**config.mk**
```make
export PLATFORM = sky130hd
export DESIGN_NAME = i2c_master_bus_sequencer
export DESIGN_NICKNAME = d
export VERILOG_FILES = /design/src/hdl/i2cm_pkg.sv /design/src/hdl/i2cm_core.sv /design/src/hdl/i2c_master_bus_sequencer.sv
export SDC_FILE = /design/constraint.sdc
export NUM_CORES = 1
export LEC_CHECK = 0
export ABC_AREA = 1
export BUFFER_PORTS_ARGS = -buffer_cell sky130_fd_sc_hd__buf_2
export CORE_MARGIN = 4
export CORE_UTILIZATION = 30
export DETAILED_ROUTE_END_ITERATION = 6
export SLEW_MARGIN = 20
export SYNTH_ARGS = -nofsm -noshare
export SYNTH_HDL_FRONTEND = slang
export SYNTH_SLANG_ARGS = --single-unit
```
**constraint.sdc**
```tcl
create_clock -name clock -period 3.6 [get_ports clock]
set_input_delay 0.54 -clock clock [delete_from_list [all_inputs] [get_ports clock]]
set_output_delay 0.54 -clock clock [all_outputs]
set_load 0.03 [all_outputs]
```
**src/hdl/i2cm_pkg.sv**
```systemverilog
package i2cm_pkg;

   // Bus commands
   typedef enum logic [2:0] {
      CMD_NONE   = 3'd0,
      CMD_START  = 3'd1,
      CMD_RSTART = 3'd2,
      CMD_STOP   = 3'd3,
      CMD_WRITE  = 3'd4,
      CMD_READ   = 3'd5,
      CMD_ACK    = 3'd6,
      CMD_NACK   = 3'd7
   } cmd_type;

   localparam int unsigned BIT_COUNT = 8;
   localparam int unsigned TOP_BIT   = 7;
   localparam int unsigned PHASE_W   = 5;

   // Write: three phases per bit, then release SDA, sample ack, drop SCL
   localparam logic [PHASE_W-1:0] WR_RELEASE_PHASE = PHASE_W'(BIT_COUNT * 3);
   localparam logic [PHASE_W-1:0] WR_SAMPLE_PHASE  = PHASE_W'(BIT_COUNT * 3 + 1);
   localparam logic [PHASE_W-1:0] WR_LAST_PHASE    = PHASE_W'(BIT_COUNT * 3 + 2);
   // Read: two phases per bit
   localparam logic [PHASE_W-1:0] RD_PHASES        = PHASE_W'(BIT_COUNT * 2);

   // Short sequences, two bits per step {line, level}, line 1 = SDA, step 0 lowest
   localparam logic [7:0] SEQ_START  = {2'b00, 2'b00, 2'b01, 2'b10};
   localparam logic [7:0] SEQ_RSTART = {2'b00, 2'b10, 2'b01, 2'b11};
   localparam logic [7:0] SEQ_STOP   = {2'b11, 2'b01, 2'b10, 2'b00};
   localparam logic [7:0] SEQ_ACK    = {2'b11, 2'b00, 2'b01, 2'b10};
   localparam logic [7:0] SEQ_NACK   = {2'b11, 2'b00, 2'b01, 2'b11};
   localparam logic [2:0] LEN_START  = 3'd3;
   localparam logic [2:0] LEN_SHORT  = 3'd4;

   typedef struct packed {
      logic [2:0] command;
      logic [7:0] data_byte;
      logic       sda_in;
   } req_type;

   typedef struct packed {
      logic       scl_level;
      logic       sda_level;
      logic       busy_res;
      logic       done_res;
      logic [7:0] read_data;
      logic       nak_received;
   } rsp_type;

endpackage

```
**src/hdl/i2cm_core.sv**
```systemverilog
module i2cm_core (
   input  logic             clock,
   input  logic             reset,
   input  logic             step,
   input  i2cm_pkg::req_type req_word,
   output i2cm_pkg::rsp_type rsp_word
);
   import i2cm_pkg::*;

   cmd_type              active_ff, active_in;
   logic [PHASE_W-1:0]   phase_ff, phase_in;
   logic [7:0]           shift_ff, shift_in;
   logic [7:0]           read_ff, read_in;
   logic                 ack_ff, ack_in;
   logic                 scl_ff, scl_in;
   logic                 sda_ff, sda_in;

   cmd_type              cmd;
   cmd_type              act;
   logic                 take;
   logic [PHASE_W-1:0]   p;
   logic                 running;
   logic                 last;
   logic [7:0]           seq_bits;
   logic [2:0]           seq_len;
   logic [1:0]           entry;
   logic [8:0]           div_prod;
   logic [3:0]           bit_index;
   logic [PHASE_W-1:0]   bit_phase;

   // Decode command and pick the current phase
   always_comb begin
      cmd  = cmd_type'(req_word.command);
      take = (active_ff == CMD_NONE) && (cmd != CMD_NONE);
      act  = take ? cmd : active_ff;
      p    = take ? '0 : phase_ff;
   end

   // Phase within a write bit: p mod 3 through multiply by 11/32
   always_comb begin
      div_prod  = 9'(p) * 9'd11;
      bit_index = div_prod[8:5];
      bit_phase = p - PHASE_W'({bit_index, 1'b0}) - PHASE_W'(bit_index);
   end

   // Select the short sequence table
   always_comb begin
      case (act)
         CMD_START: begin
            seq_bits = SEQ_START;
            seq_len  = LEN_START;
         end
         CMD_RSTART: begin
            seq_bits = SEQ_RSTART;
            seq_len  = LEN_SHORT;
         end
         CMD_STOP: begin
            seq_bits = SEQ_STOP;
            seq_len  = LEN_SHORT;
         end
         CMD_ACK: begin
            seq_bits = SEQ_ACK;
            seq_len  = LEN_SHORT;
         end
         CMD_NACK: begin
            seq_bits = SEQ_NACK;
            seq_len  = LEN_SHORT;
         end
         default: begin
            seq_bits = SEQ_START;
            seq_len  = LEN_START;
         end
      endcase
      entry = seq_bits[{p[1:0], 1'b0} +: 2];
   end

   // Run one phase of the active sequence
   always_comb begin
      shift_in  = (take && cmd == CMD_WRITE) ? req_word.data_byte : shift_ff;
      read_in   = (take && cmd == CMD_READ) ? 8'd0 : read_ff;
      ack_in    = ack_ff;
      scl_in    = scl_ff;
      sda_in    = sda_ff;
      running   = 1'b1;
      last      = 1'b0;
      case (act)
         CMD_NONE: begin
            running = 1'b0;
         end
         CMD_WRITE: begin
            if (p < WR_RELEASE_PHASE) begin
               case (bit_phase[1:0])
                  2'd0: sda_in = shift_in[TOP_BIT];
                  2'd1: scl_in = 1'b1;
                  default: begin
                     scl_in   = 1'b0;
                     shift_in = {shift_in[6:0], 1'b0};
                  end
               endcase
            end else if (p == WR_RELEASE_PHASE) begin
               sda_in = 1'b1;
            end else if (p == WR_SAMPLE_PHASE) begin
               scl_in = 1'b1;
               ack_in = req_word.sda_in;
            end else if (p == WR_LAST_PHASE) begin
               scl_in = 1'b0;
               last   = 1'b1;
            end else begin
               last = 1'b1;
            end
         end
         CMD_READ: begin
            if (p >= RD_PHASES) begin
               last = 1'b1;
            end else if (!p[0]) begin
               scl_in  = 1'b1;
               read_in = {read_in[6:0], req_word.sda_in};
            end else begin
               scl_in = 1'b0;
               last   = (p == RD_PHASES - PHASE_W'(1));
            end
         end
         default: begin
            if (p >= PHASE_W'(seq_len)) begin
               last = 1'b1;
            end else begin
               if (entry[1]) begin
                  sda_in = entry[0];
               end else begin
                  scl_in = entry[0];
               end
               last = (p == PHASE_W'(seq_len) - PHASE_W'(1));
            end
         end
      endcase
      // Advance or close the sequence
      if (running && last) begin
         active_in = CMD_NONE;
         phase_in  = '0;
      end else if (running) begin
         active_in = act;
         phase_in  = p + PHASE_W'(1);
      end else begin
         active_in = active_ff;
         phase_in  = phase_ff;
      end
   end

   // Result word for this phase
   always_comb begin
      rsp_word.scl_level    = scl_in;
      rsp_word.sda_level    = sda_in;
      rsp_word.busy_res     = running && !last;
      rsp_word.done_res     = running && last;
      rsp_word.read_data    = read_in;
      rsp_word.nak_received = ack_in;
   end

   // Commit state on each processed word
   always_ff @(posedge clock) begin
      if (reset) begin
         active_ff <= CMD_NONE;
         phase_ff  <= '0;
         shift_ff  <= '0;
         read_ff   <= '0;
         ack_ff    <= 1'b0;
         scl_ff    <= 1'b1;
         sda_ff    <= 1'b1;
      end else if (step) begin
         active_ff <= active_in;
         phase_ff  <= phase_in;
         shift_ff  <= shift_in;
         read_ff   <= read_in;
         ack_ff    <= ack_in;
         scl_ff    <= scl_in;
         sda_ff    <= sda_in;
      end
   end

endmodule

```
**src/hdl/i2c_master_bus_sequencer.sv**
```systemverilog
// Channel   Direction  Handshake              Payload
// req_      in         req_valid / req_ready  req_data: command, data_byte, sda_in
// rsp_      out        rsp_valid / rsp_ready  rsp_data: scl, sda, busy, done, read, nak
//
// One word per clock cycle sustained while rsp_ is not stalled; a result is offered
// on rsp_ once its word has gone through the input register, then one pass of phase logic
// into the output register. Synchronous active-high reset empties both registers and
// returns the sequencer to idle with both lines released. A stall on rsp_
// holds the result; the input register takes one more word, then req_ready drops.
module i2c_master_bus_sequencer (
   input  logic              clock,
   input  logic              reset,
   input  logic              req_valid,
   output logic              req_ready,
   input  i2cm_pkg::req_type req_data,
   output logic              rsp_valid,
   input  logic              rsp_ready,
   output i2cm_pkg::rsp_type rsp_data
);
   import i2cm_pkg::*;

   logic    req_valid_ff, req_valid_in;
   req_type req_data_ff;
   logic    rsp_valid_ff, rsp_valid_in;
   rsp_type rsp_data_ff;
   rsp_type core_word;
   logic    out_free;
   logic    step;

   // Advance when the output register can take a word
   always_comb begin
      out_free     = !rsp_valid_ff || rsp_ready;
      step         = req_valid_ff && out_free;
      req_ready    = !req_valid_ff || out_free;
      req_valid_in = (req_valid && req_ready) || (req_valid_ff && !out_free);
      rsp_valid_in = step || (rsp_valid_ff && !rsp_ready);
   end

   i2cm_core u_core (
      .clock    (clock),
      .reset    (reset),
      .step     (step),
      .req_word (req_data_ff),
      .rsp_word (core_word)
   );

   // Hold valid flags
   always_ff @(posedge clock) begin
      if (reset) begin
         req_valid_ff <= 1'b0;
         rsp_valid_ff <= 1'b0;
      end else begin
         req_valid_ff <= req_valid_in;
         rsp_valid_ff <= rsp_valid_in;
      end
   end

   // Load payload registers
   always_ff @(posedge clock) begin
      if (req_valid && req_ready) begin
         req_data_ff <= req_data;
      end
      if (step) begin
         rsp_data_ff <= core_word;
      end
   end

   assign rsp_valid = rsp_valid_ff;
   assign rsp_data  = rsp_data_ff;

endmodule

```
After elaboration in Yosys (flattened, before gate mapping)
Index checks and enable logic that the tools add are counted.
{ "totals": {"word_cells": 112, "out_inout_bits": 15, "reg_bits": 54, "latchBits": 0, "ramBits": 0, "n_memories": 0, "romBits": 0} }
{ "classes": {"n_reduce_logical": 26, "shifts": 1, "add_sub_neg": 4, "mul": 1, "n_div": 0, "n_lt_le_gt_ge": 3, "bitwise_logic": 0, "muxes": 44, "n_eq_ne": 15} }
{ "op_table": {"columns": ["op", "n"], "rows": [
  ["2-to-1 mux 8 bit", 8],
  ["one-hot mux 8 bit (4 select lines)", 1],
  ["2-to-1 mux 1 bit", 24],
  ["equality test 3 bit (second input constant)", 6],
  ["equality test 5 bit (second input constant)", 3],
  ["2-to-1 mux 5 bit", 3],
  ["2-to-1 mux 3 bit", 4],
  ["logical AND 1 bit", 9],
  ["indexed part select 8 x 4 -> 2 bit", 1],
  ["multiplier 5 x 4 -> 7 bit (second input constant)", 1],
  ["equality test 3 x 2 -> 1 bit (second input constant)", 2],
  ["zero test 3 bit", 2],
  ["one-hot mux 1 bit (3 select lines)", 2],
  ["adder 5 x 1 -> 5 bit (second input constant)", 1],
  ["equality test 5 x 4 -> 1 bit (second input constant)", 1],
  ["equality test 5 bit", 1],
  [">= comparator 5 x 3 -> 1 bit", 1],
  [">= comparator 5 bit (second input constant)", 1],
  ["zero test 1 bit", 5],
  ["< comparator 5 bit (second input constant)", 1],
  ["logical OR 1 bit", 4],
  ["one-hot mux 1 bit (2 select lines)", 2],
  ["OR reduction 2 bit", 2],
  ["OR reduction 4 bit", 1],
  ["7 further kinds", 8]
]} }

Logic depth before layout (Yosys ltp)
Gate-level depths: netlist (run 1).
{ "logic_depth": {"word_depth": 13, "depth_mapped": 25} }

Modules after synthesis
A second synthesis (run 1) with hierarchy kept.
{ "unflattened": {"hier_cells": 387, "area_unflattened_um2": 3067.9} }
{ "modules_own_cells": {"columns": ["mod", "cells_each", "n_inst", "area_each_um2", "seq_area_each_um2"], "rows": [
  ["i2cm_core", 350, 1, 2225.9, 540.5],
  ["i2c_master_bus_sequencer", 37, 1, 842.1, 790.8]
]} }

Least setup slack after synthesis (run 1)
No wires, ideal clock.
{ "synth_path": {"kind": "register to register", "startpoint": "register req_data_ff[11] (netlist name)", "endpoint": "register u_core.shift_ff[7]", "path_buffers": 1, "t_required_ns": 3.530, "synth_period_minus_slack_ns": 3.365, "path_stages_with_launch": 20, "arrival_time_ns": 3.294, "path_slack_ns": 0.235, "cell_sequence": "edfxtp_1 > nand3b_2 > nand2_8 > nand2_1 > inv_1 > ha_1 > fa_1 > ha_1 > a21oi_1 > o21ai_0 > nand2_1 > nand2_1 > nor2_1 > nand3_1 > nand2_2 > nand3_4 > buf_6 > a21oi_1 > o21ai_1 > a21oi_1"} }
{ "synth_between": {"elab_chain_len": 11} }
{ "synth_lines": {"columns": ["item", "line", "source"], "rows": [
  ["start, declared", "i2c_master_bus_sequencer.sv:23", "req_type req_data_ff;"],
  ["start signal, assigned", "i2c_master_bus_sequencer.sv:61", "req_data_ff <= req_data;"],
  ["nonzero test 3 bit", "i2cm_core.sv:34", "take = (active_ff == CMD_NONE) && (cmd != CMD_NONE);"],
  ["logical AND 1 bit", "i2cm_core.sv:34", null],
  ["2-to-1 mux 5 bit", "i2cm_core.sv:36", "p = take ? '0 : phase_ff;"],
  ["multiplier 5 x 4 -> 7 bit", "i2cm_core.sv:41", "div_prod = 9'(p) * 9'd11;"],
  ["subtractor 2 bit (2 in series)", "i2cm_core.sv:43", "bit_phase = p - PHASE_W'({bit_index, 1'b0}) - PHASE_W'(bit_index);"],
  ["equality test 2 x 1 -> 1 bit / zero test 2 bit (equally long branches)", "i2cm_core.sv:92", "case (bit_phase[1:0])"],
  ["OR reduction 2 bit (no source line)", null, null],
  ["2-to-1 mux 8 bit", "i2cm_core.sv:92", null],
  ["2-to-1 mux 8 bit", "i2cm_core.sv:91", "if (p < WR_RELEASE_PHASE) begin"],
  ["2-to-1 mux 8 bit (*)", "i2cm_core.sv:86", "case (act)"],
  ["end signal, assigned", "i2cm_core.sv:172", "shift_ff <= shift_in;"],
  ["end, declared", "i2cm_core.sv:12", "logic [7:0] shift_ff, shift_in;"]
]} }
Every way passes the cells marked *; elsewhere a longest branch is shown, timed or not.
A chain may end at the register's enable or synchronous reset.

==> metrics.yaml, run 1 <==
floorplanning:
  initial_utilization_pct: 30.6
  row_count: 37
  die_x_um: 110
  core_um2: 10200
  fp.dieArea_um2: 12100
  die_h_um: 110
  io_pins: 31
critical_path:
  cp_common_cell: "nand2_1"
  start_kind: "flop"
  worstSetupEndpointType: "flop"
  r2r_setup_slack_ps: 240
  path_cells: "inv_2 -> nand2_2 -> nor2_4 -> nand2_8 -> nand2_1 -> inv_1 -> ha_1 -> fa_1 -> ha_4 -> a21oi_2 -> o21ai_0 -> nand2_1 -> nand2_1 -> nor2_1 -> nand3_2 -> nand2_4 -> o21ai_0 -> nand3_1 -> nand3_1"
  cpPeakStageDelay_ps: 530
  cp.required_ps: 3640
  arrival_ps: 3400
  crit_type: "reg2reg"
  crit_path_top_delay_cell: "fa_1"
  worstPathMaxFanout: 10
final_layout:
  final_area_um2: 3620
  nNetsFinal: 465
  drive_above_1_share_pct: 20.2
  syn_to_final_growth_pct: 15.6
  fin_util_pct: 35.4
  n_antenna_cell: 0
routing:
  post_drt_wl_per_cell_um: 12.1
  first_iter_violations: 123
  via_per_inst: 4.64
  first_pass_iters: 4
  ant_nets: 0
  routed_wl_mm: 6.92
  drc_errors: 0
  vias: 2654
sta:
  drv_slew: 0
  slew_headroom_pct: 53.0
  fin_ws_ps: 241
  fmax_mhz: 298
  hold_viol: 0
  worst_pin_slew_ps: 703
  fin_skew_ps: 4.49
  whs_ps: 409
  period_share_pct: 93.3
  period_minus_slack_ps: 3360
  setup_viol: 0
pwr:
  clockPowerShare_pct: 28.3
  powerDensity_nw_per_um2: 385
  p_switching_mw: 0.410
  seqPwrFrac_pct: 50.4
  swShare_pct: 29.3
  pwr-share-comb_pct: 21.3
  ir_drop_uv: 156
  power.leakage_nw: 1.68
  p_int_mw: 0.986
global_routing:
  overflow: 0
  grt_first_pass_wirelength_mm: 11.3
  antenna_found_initial: 0
  first_global_vias: 2425
  track_usage_pct: 11.6
  grt_start_max_net_pins: 30
synth:
  synth_cells: 398
  ys_top_cells_by_count: "nand2_1 (86), inv_1 (47), a21oi_1 (38)"
  synth.distinct_cells: 36
  syn_avg_cell_area_um2: 7.87
  synth_top_cell_by_area: "edfxtp_1"
  ys_warn_count: 0
  synth_ff_type: "dfxtp_1"
  syn_area_um2: 3130
  synth_edf_count: 25
  synth_most_common_cell: "nand2_1"
  ys_ff_latch: 54
  async_flop_share_pct: 0
  syn_nets: 428
  synth_area_leaders: "edfxtp_1 (24%), dfxtp_1 (19%), nand2_1 (10%)"
  synth_top_area_share_pct: 24.0
  yosysSeqAreaShare_pct: 42.5
min_path:
  hold_class: "in2reg"
status:
  status: "finished clean"
clock_network:
  clk_pin_slew_worst_paths_ps: 90
  cts_tree: "yes"
  cts_buffer_depth: 2
  cts.sink_count: 54
  htree_levels: 2
  clk_latency_ps: 300
  cts-root-buf: "clkbuf_8"
  cts_buffers: 5
place:
  place_congestion: 0.957
  dp_hpwl_mm: 5.16
  pre_cts_slack_ps: 99.9
  placed_area_um2: 3440
  io_buffers: 30
flow_run:
  drv_cap: 0
==> layout make-up <==
class / instances / area, µm²
Timing Repair Buffer: 39 / 218
Sequential cell: 54 / 1330
Tap cell: 136 / 170
Inverter: 59 / 225
Clock inverter: 1 / 30.0
Multi-Input combinational cell: 276 / 1570
Clock buffer: 7 / 76.3
Fill cell: 1069 / 6610
==> sequential cells by signal, summed over array words and instances (netlist names) <==
register / flops
req_data_ff: 12
req_valid_ff: 1
rsp_data: 13
rsp_valid: 1
u_core.ack_ff: 1
u_core.active_ff: 3
u_core.phase_ff: 5
u_core.read_ff: 8
u_core.scl_ff: 1
u_core.sda_ff: 1
u_core.shift_ff: 8
==> cell usage in the layout (no fill, tap or decap), drive strengths merged, types with 2 or more instances in the layout <==
cell / n
nor2: 40
nand2: 93
mux2i: 2
nor3: 3
ha: 13
inv: 58
nand3: 32
nand4: 6
dfxtp: 29
a21oi: 39
edfxtp: 25
o21ai: 41
buf: 39
clkbuf: 7
==> logic make-up after synthesis <==
logic type / synth area share (%)
AOI/OAI and AO/OA: 14.9
xor gates and xnor gates: 0.280
adders and majority gates: 5.83
buffers and inverters: 8.79
DFF: 42.5
muxes: 0.639
and+or+nand+nor: 27.1
==> per-stage QoR <==
stage / power (mW) / setup TNS, ps / cells
floorplan: 0.940 / 0 / 398
global placement: 1.01 / 0 / 560
detailed placement: 1.01 / 0 / 560
CTS: 1.41 / 0 / 568
global route: 1.48 / -4.23 / 572
finish: 1.40 / 0 / 572
==> worst max-delay path, delay by kind of cell, from the launching register on <==
family,cells,cell delay [ps]
and+or+nand+nor,11,1220
buffers and inverters,2,150
AOI/OAI and AO/OA,3,320
DFF,1,330
adders and majority gates,3,1070
==> metal layers <==
metal  vias up  track usage [%]  routed length (µm)
li1       1388                -                   -
met1      1190             16.4                3360
met2        63             17.8                3080
met3        13             2.50                 343
met4         0             3.43                 136
met5         -                0                   0
==> timing repair <==
item / in CTS / in global routing
hold buffers: 0 / 0
gates resized for setup: 0 / 7
setup endpoints to repair: 0 / 11
setup buffers: 0 / 3
==> worst paths after layout <==
path                  startpoint                 end  cells past startpoint
max reg2reg  u_core.active_ff[1]        rsp_data[12]                     19
max          u_core.active_ff[1]        rsp_data[12]                     19
min reg2reg   u_core.shift_ff[6]  u_core.shift_ff[6]                      2
min                  req_data[5]      req_data_ff[5]                      1
==> power by group through the flow <==
stage | clock network, mW | logic [mW] | registers (mW)
floorplan | 0 | 0.201 | 0.739
global placement | 0 | 0.288 | 0.717
detailed placement | 0 | 0.294 | 0.718
CTS | 0.415 | 0.295 | 0.704
global route | 0.440 | 0.337 | 0.707
finish | 0.395 | 0.297 | 0.703
No activity file was read; power rests on OpenSTA's default activity.
==> run 2: changes to the inputs <==
--- a/config.mk
+++ b/config.mk
@@ -5,11 +5,10 @@
 export SDC_FILE = /design/constraint.sdc
 export NUM_CORES = 1
 export LEC_CHECK = 0
-export ABC_AREA = 1
-export BUFFER_PORTS_ARGS = -buffer_cell sky130_fd_sc_hd__buf_2
 export CORE_MARGIN = 4
 export CORE_UTILIZATION = 30
 export DETAILED_ROUTE_END_ITERATION = 6
+export DONT_BUFFER_PORTS = 1
 export SLEW_MARGIN = 20
 export SYNTH_ARGS = -nofsm -noshare
 export SYNTH_HDL_FRONTEND = slang
==> metrics.yaml, run 2 <==
critical_path:
  arrival_ps: 3960
  worstSetupEndpointType: "flop"
  reg2reg_from: "req_data_ff[11]"
  start_kind: "flop"
  critical-path-top-delay-family: "simple AND/OR/NAND/NOR gates"
  rr_endpoint: "rsp_data[11]"
  worstPathMaxFanout: 5
  path_cells: "or3_4 -> nand2_4 -> and2_4 -> ha_4 -> fa_1 -> ha_4 -> a21o_1 -> a21oi_2 -> a21o_1 -> and3_4 -> or2_1 -> a31o_1 -> mux2_4 -> or2_4"
  crit_type: "reg2reg"
  crit_buf_inv: 0
  worstRegToRegCells: 14
  cp.required_ps: 3670
  r2r_setup_slack_ps: -290
  crit_path_top_delay_cell: "fa_1"
  cpPeakStageDelay_ps: 480
sta:
  drv_slew: 0
  fmax_mhz: 257
  fin_skew_ps: 8.76
  hold_viol: 0
  setup_viol: 12
  period_share_pct: 108
  worst_pin_slew_ps: 891
  setup_tns_ps: -2380
  period_minus_slack_ps: 3890
  slew_headroom_pct: 40.0
  grt_setup_unrepaired: "yes"
  fin_ws_ps: -292
synth:
  synth_most_common_cell: "nand2_1"
  synth_top_cell_by_area: "edfxtp_1"
  syn_nets: 391
  synth_ff_type: "dfxtp_1"
  ys_ff_latch: 54
  yosysSeqAreaShare_pct: 41.0
  syn_area_um2: 3240
  ys_warn_count: 0
  synth_cells: 361
  async_flop_share_pct: 0
  ys_top_cells_by_count: "nand2_1 (51), a21oi_1 (33), nor2_1 (32)"
  synth.distinct_cells: 68
  syn_avg_cell_area_um2: 8.98
  synth_edf_count: 25
  synth_top_area_share_pct: 23.1
  synth_area_leaders: "edfxtp_1 (23%), dfxtp_1 (18%), nand2_1 (5.9%)"
final_layout:
  nNetsFinal: 409
  largest_reg_flops: 13
  n_antenna_cell: 0
  fin_util_pct: 35.9
  drive_above_1_share_pct: 18.4
  layout_common_cells: "nand2_1 (49), nor2_1 (32), buf_4 (31), a21oi_1 (30), dfxtp_1 (29)"
  fin_cells: 516
  layout.cells.most_common: "nand2_1"
  syn_to_final_growth_pct: 15.2
  nFillCells: 1080
  final_area_um2: 3730
routing:
  via_per_inst: 5.36
  routed_wl_mm: 8.07
  vias: 2768
  first_pass_iters: 4
  drc_errors: 0
  post_drt_wl_per_cell_um: 15.6
  ant_nets: 0
  first_iter_violations: 105
floorplanning:
  die_h_um: 112
  die_x_um: 112
  fp.dieArea_um2: 12500
  initial_utilization_pct: 31.1
  io_pins: 31
  core_um2: 10400
  row_count: 37
pwr:
  seqPwrFrac_pct: 55.1
  swShare_pct: 29.6
  powerDensity_nw_per_um2: 339
  power.leakage_nw: 1.44
  p_int_mw: 0.892
  ir_drop_uv: 188
  clockPowerShare_pct: 28.1
  total_power_mw: 1.27
  p_switching_mw: 0.376
  pwr-share-comb_pct: 16.8
global_routing:
  overflow: 0
  antenna_found_initial: 0
  top_usage_layer: "met2"
  gr-usage-met2_pct: 21.1
  first_global_vias: 2709
  track_usage_pct: 13.0
  grt_first_pass_wirelength_mm: 13.4
  grt_start_max_net_pins: 27
  gr-usage-met1_pct: 17.4
  use_met3_pct: 2.17
status:
  status: "complete, but fails checks"
  failed_checks: "setup timing"
place:
  dp_hpwl_mm: 5.83
  dp.cells: 506
  io_buffers: 0
  placed_area_um2: 3580
  place_congestion: 0.864
clock_network:
  cts.sink_count: 54
  cts_buffers: 5
  htree_levels: 2
  clk_latency_ps: 310
  cts_tree: "yes"
  cts_buffer_depth: 2
  clk_pin_slew_worst_paths_ps: 110
  cts-root-buf: "clkbuf_8"
min_path:
  hold_depth: 1
  hold_class: "in2reg"
  hold_end: "req_valid_ff"
  min_from: "reset"
flow_run:
  drv_cap: 0
-- run 2: cell count changes after synthesis, sizes merged, moves of 6 or more --
cell   delta
and3      +6
nand2    -42
mux2i    +13
and2      +6
o21ai    -28
buf       +6
or3       +8
nor2      -6
nor3     +12
a21oi     -6
nand3    -19
inv      -50
-- run 2: area by class of cell --
type	instances	area [µm²]	area share, %
multi-input combinational	277	1870	50.1
sequential	54	1330	35.6
timing repair buffer	31	233	6.23
tap	136	170	4.56
clock buffer	5	68.8	1.84
inverter	10	40.0	1.07
clock inverter	3	20.0	0.536
-- run 2: logic make-up (layout without fill, tap and decap cells) --
kind of cell | Yosys count | after routing | synth area share, %
buffers and inverters | 31 | 49 | 4.28
AND/OR/NAND/NOR | 155 | 156 | 24.7
flip-flops | 54 | 54 | 41.0
multiplexers | 17 | 17 | 5.32
AO/OA/AOI/OAI | 85 | 85 | 17.6
XOR/XNOR | 5 | 5 | 1.35
adder cells (fa/ha/maj) | 14 | 14 | 5.63
-- run 2: worst max path at each step --
| stage | startpoint | to | slack, ps | cells past startpoint |
|---|---|---|---|---|
| floorplan | req_data_ff[9] | u_core.shift_ff[1] | -410 | 15 |
| global placement | req_data_ff[10] | rsp_data[11] | -270 | 14 |
| detailed placement | req_data_ff[10] | u_core.shift_ff[2] | -430 | 13 |
| CTS | req_data_ff[11] | rsp_data[11] | -320 | 14 |
| global route | req_data_ff[11] | rsp_data[11] | -420 | 14 |
| finish | req_data_ff[11] | rsp_data[11] | -290 | 14 |
-- run 2: per-stage QoR --
| step | hold slack [ps] | worst slack [ps] |
|---|---|---|
| floorplan | 429 | -411 |
| global placement | 431 | -273 |
| detailed placement | 441 | -432 |
| CTS | 272 | -319 |
| global route | 256 | -421 |
| finish | 283 | -292 |
-- run 2: layer usage --
layer  share of wire, %  routed length (µm)
met1                 47                3760
met3                5.7                 459
met4                2.4                 192
met5                  0                   0
met2                 45                3660
-- run 2: what timing repair did --
action                     in CTS  in global routing
hold buffers                    0                  0
gates resized for setup         6                  5
setup endpoints to repair      12                 12
gates cloned                    1                  0
buffers inserted                1                  0
pin swaps                      11                  4
-- run 2: power groups by stage --
stage                     Sequential (mW)  Clock [mW]  Combinational [mW]
after floorplan                     0.708           0               0.153
after global placement              0.712           0               0.202
after detailed placement            0.713           0               0.207
after CTS                           0.699       0.370               0.211
after global routing                0.701       0.394               0.236
final                               0.698       0.356               0.213
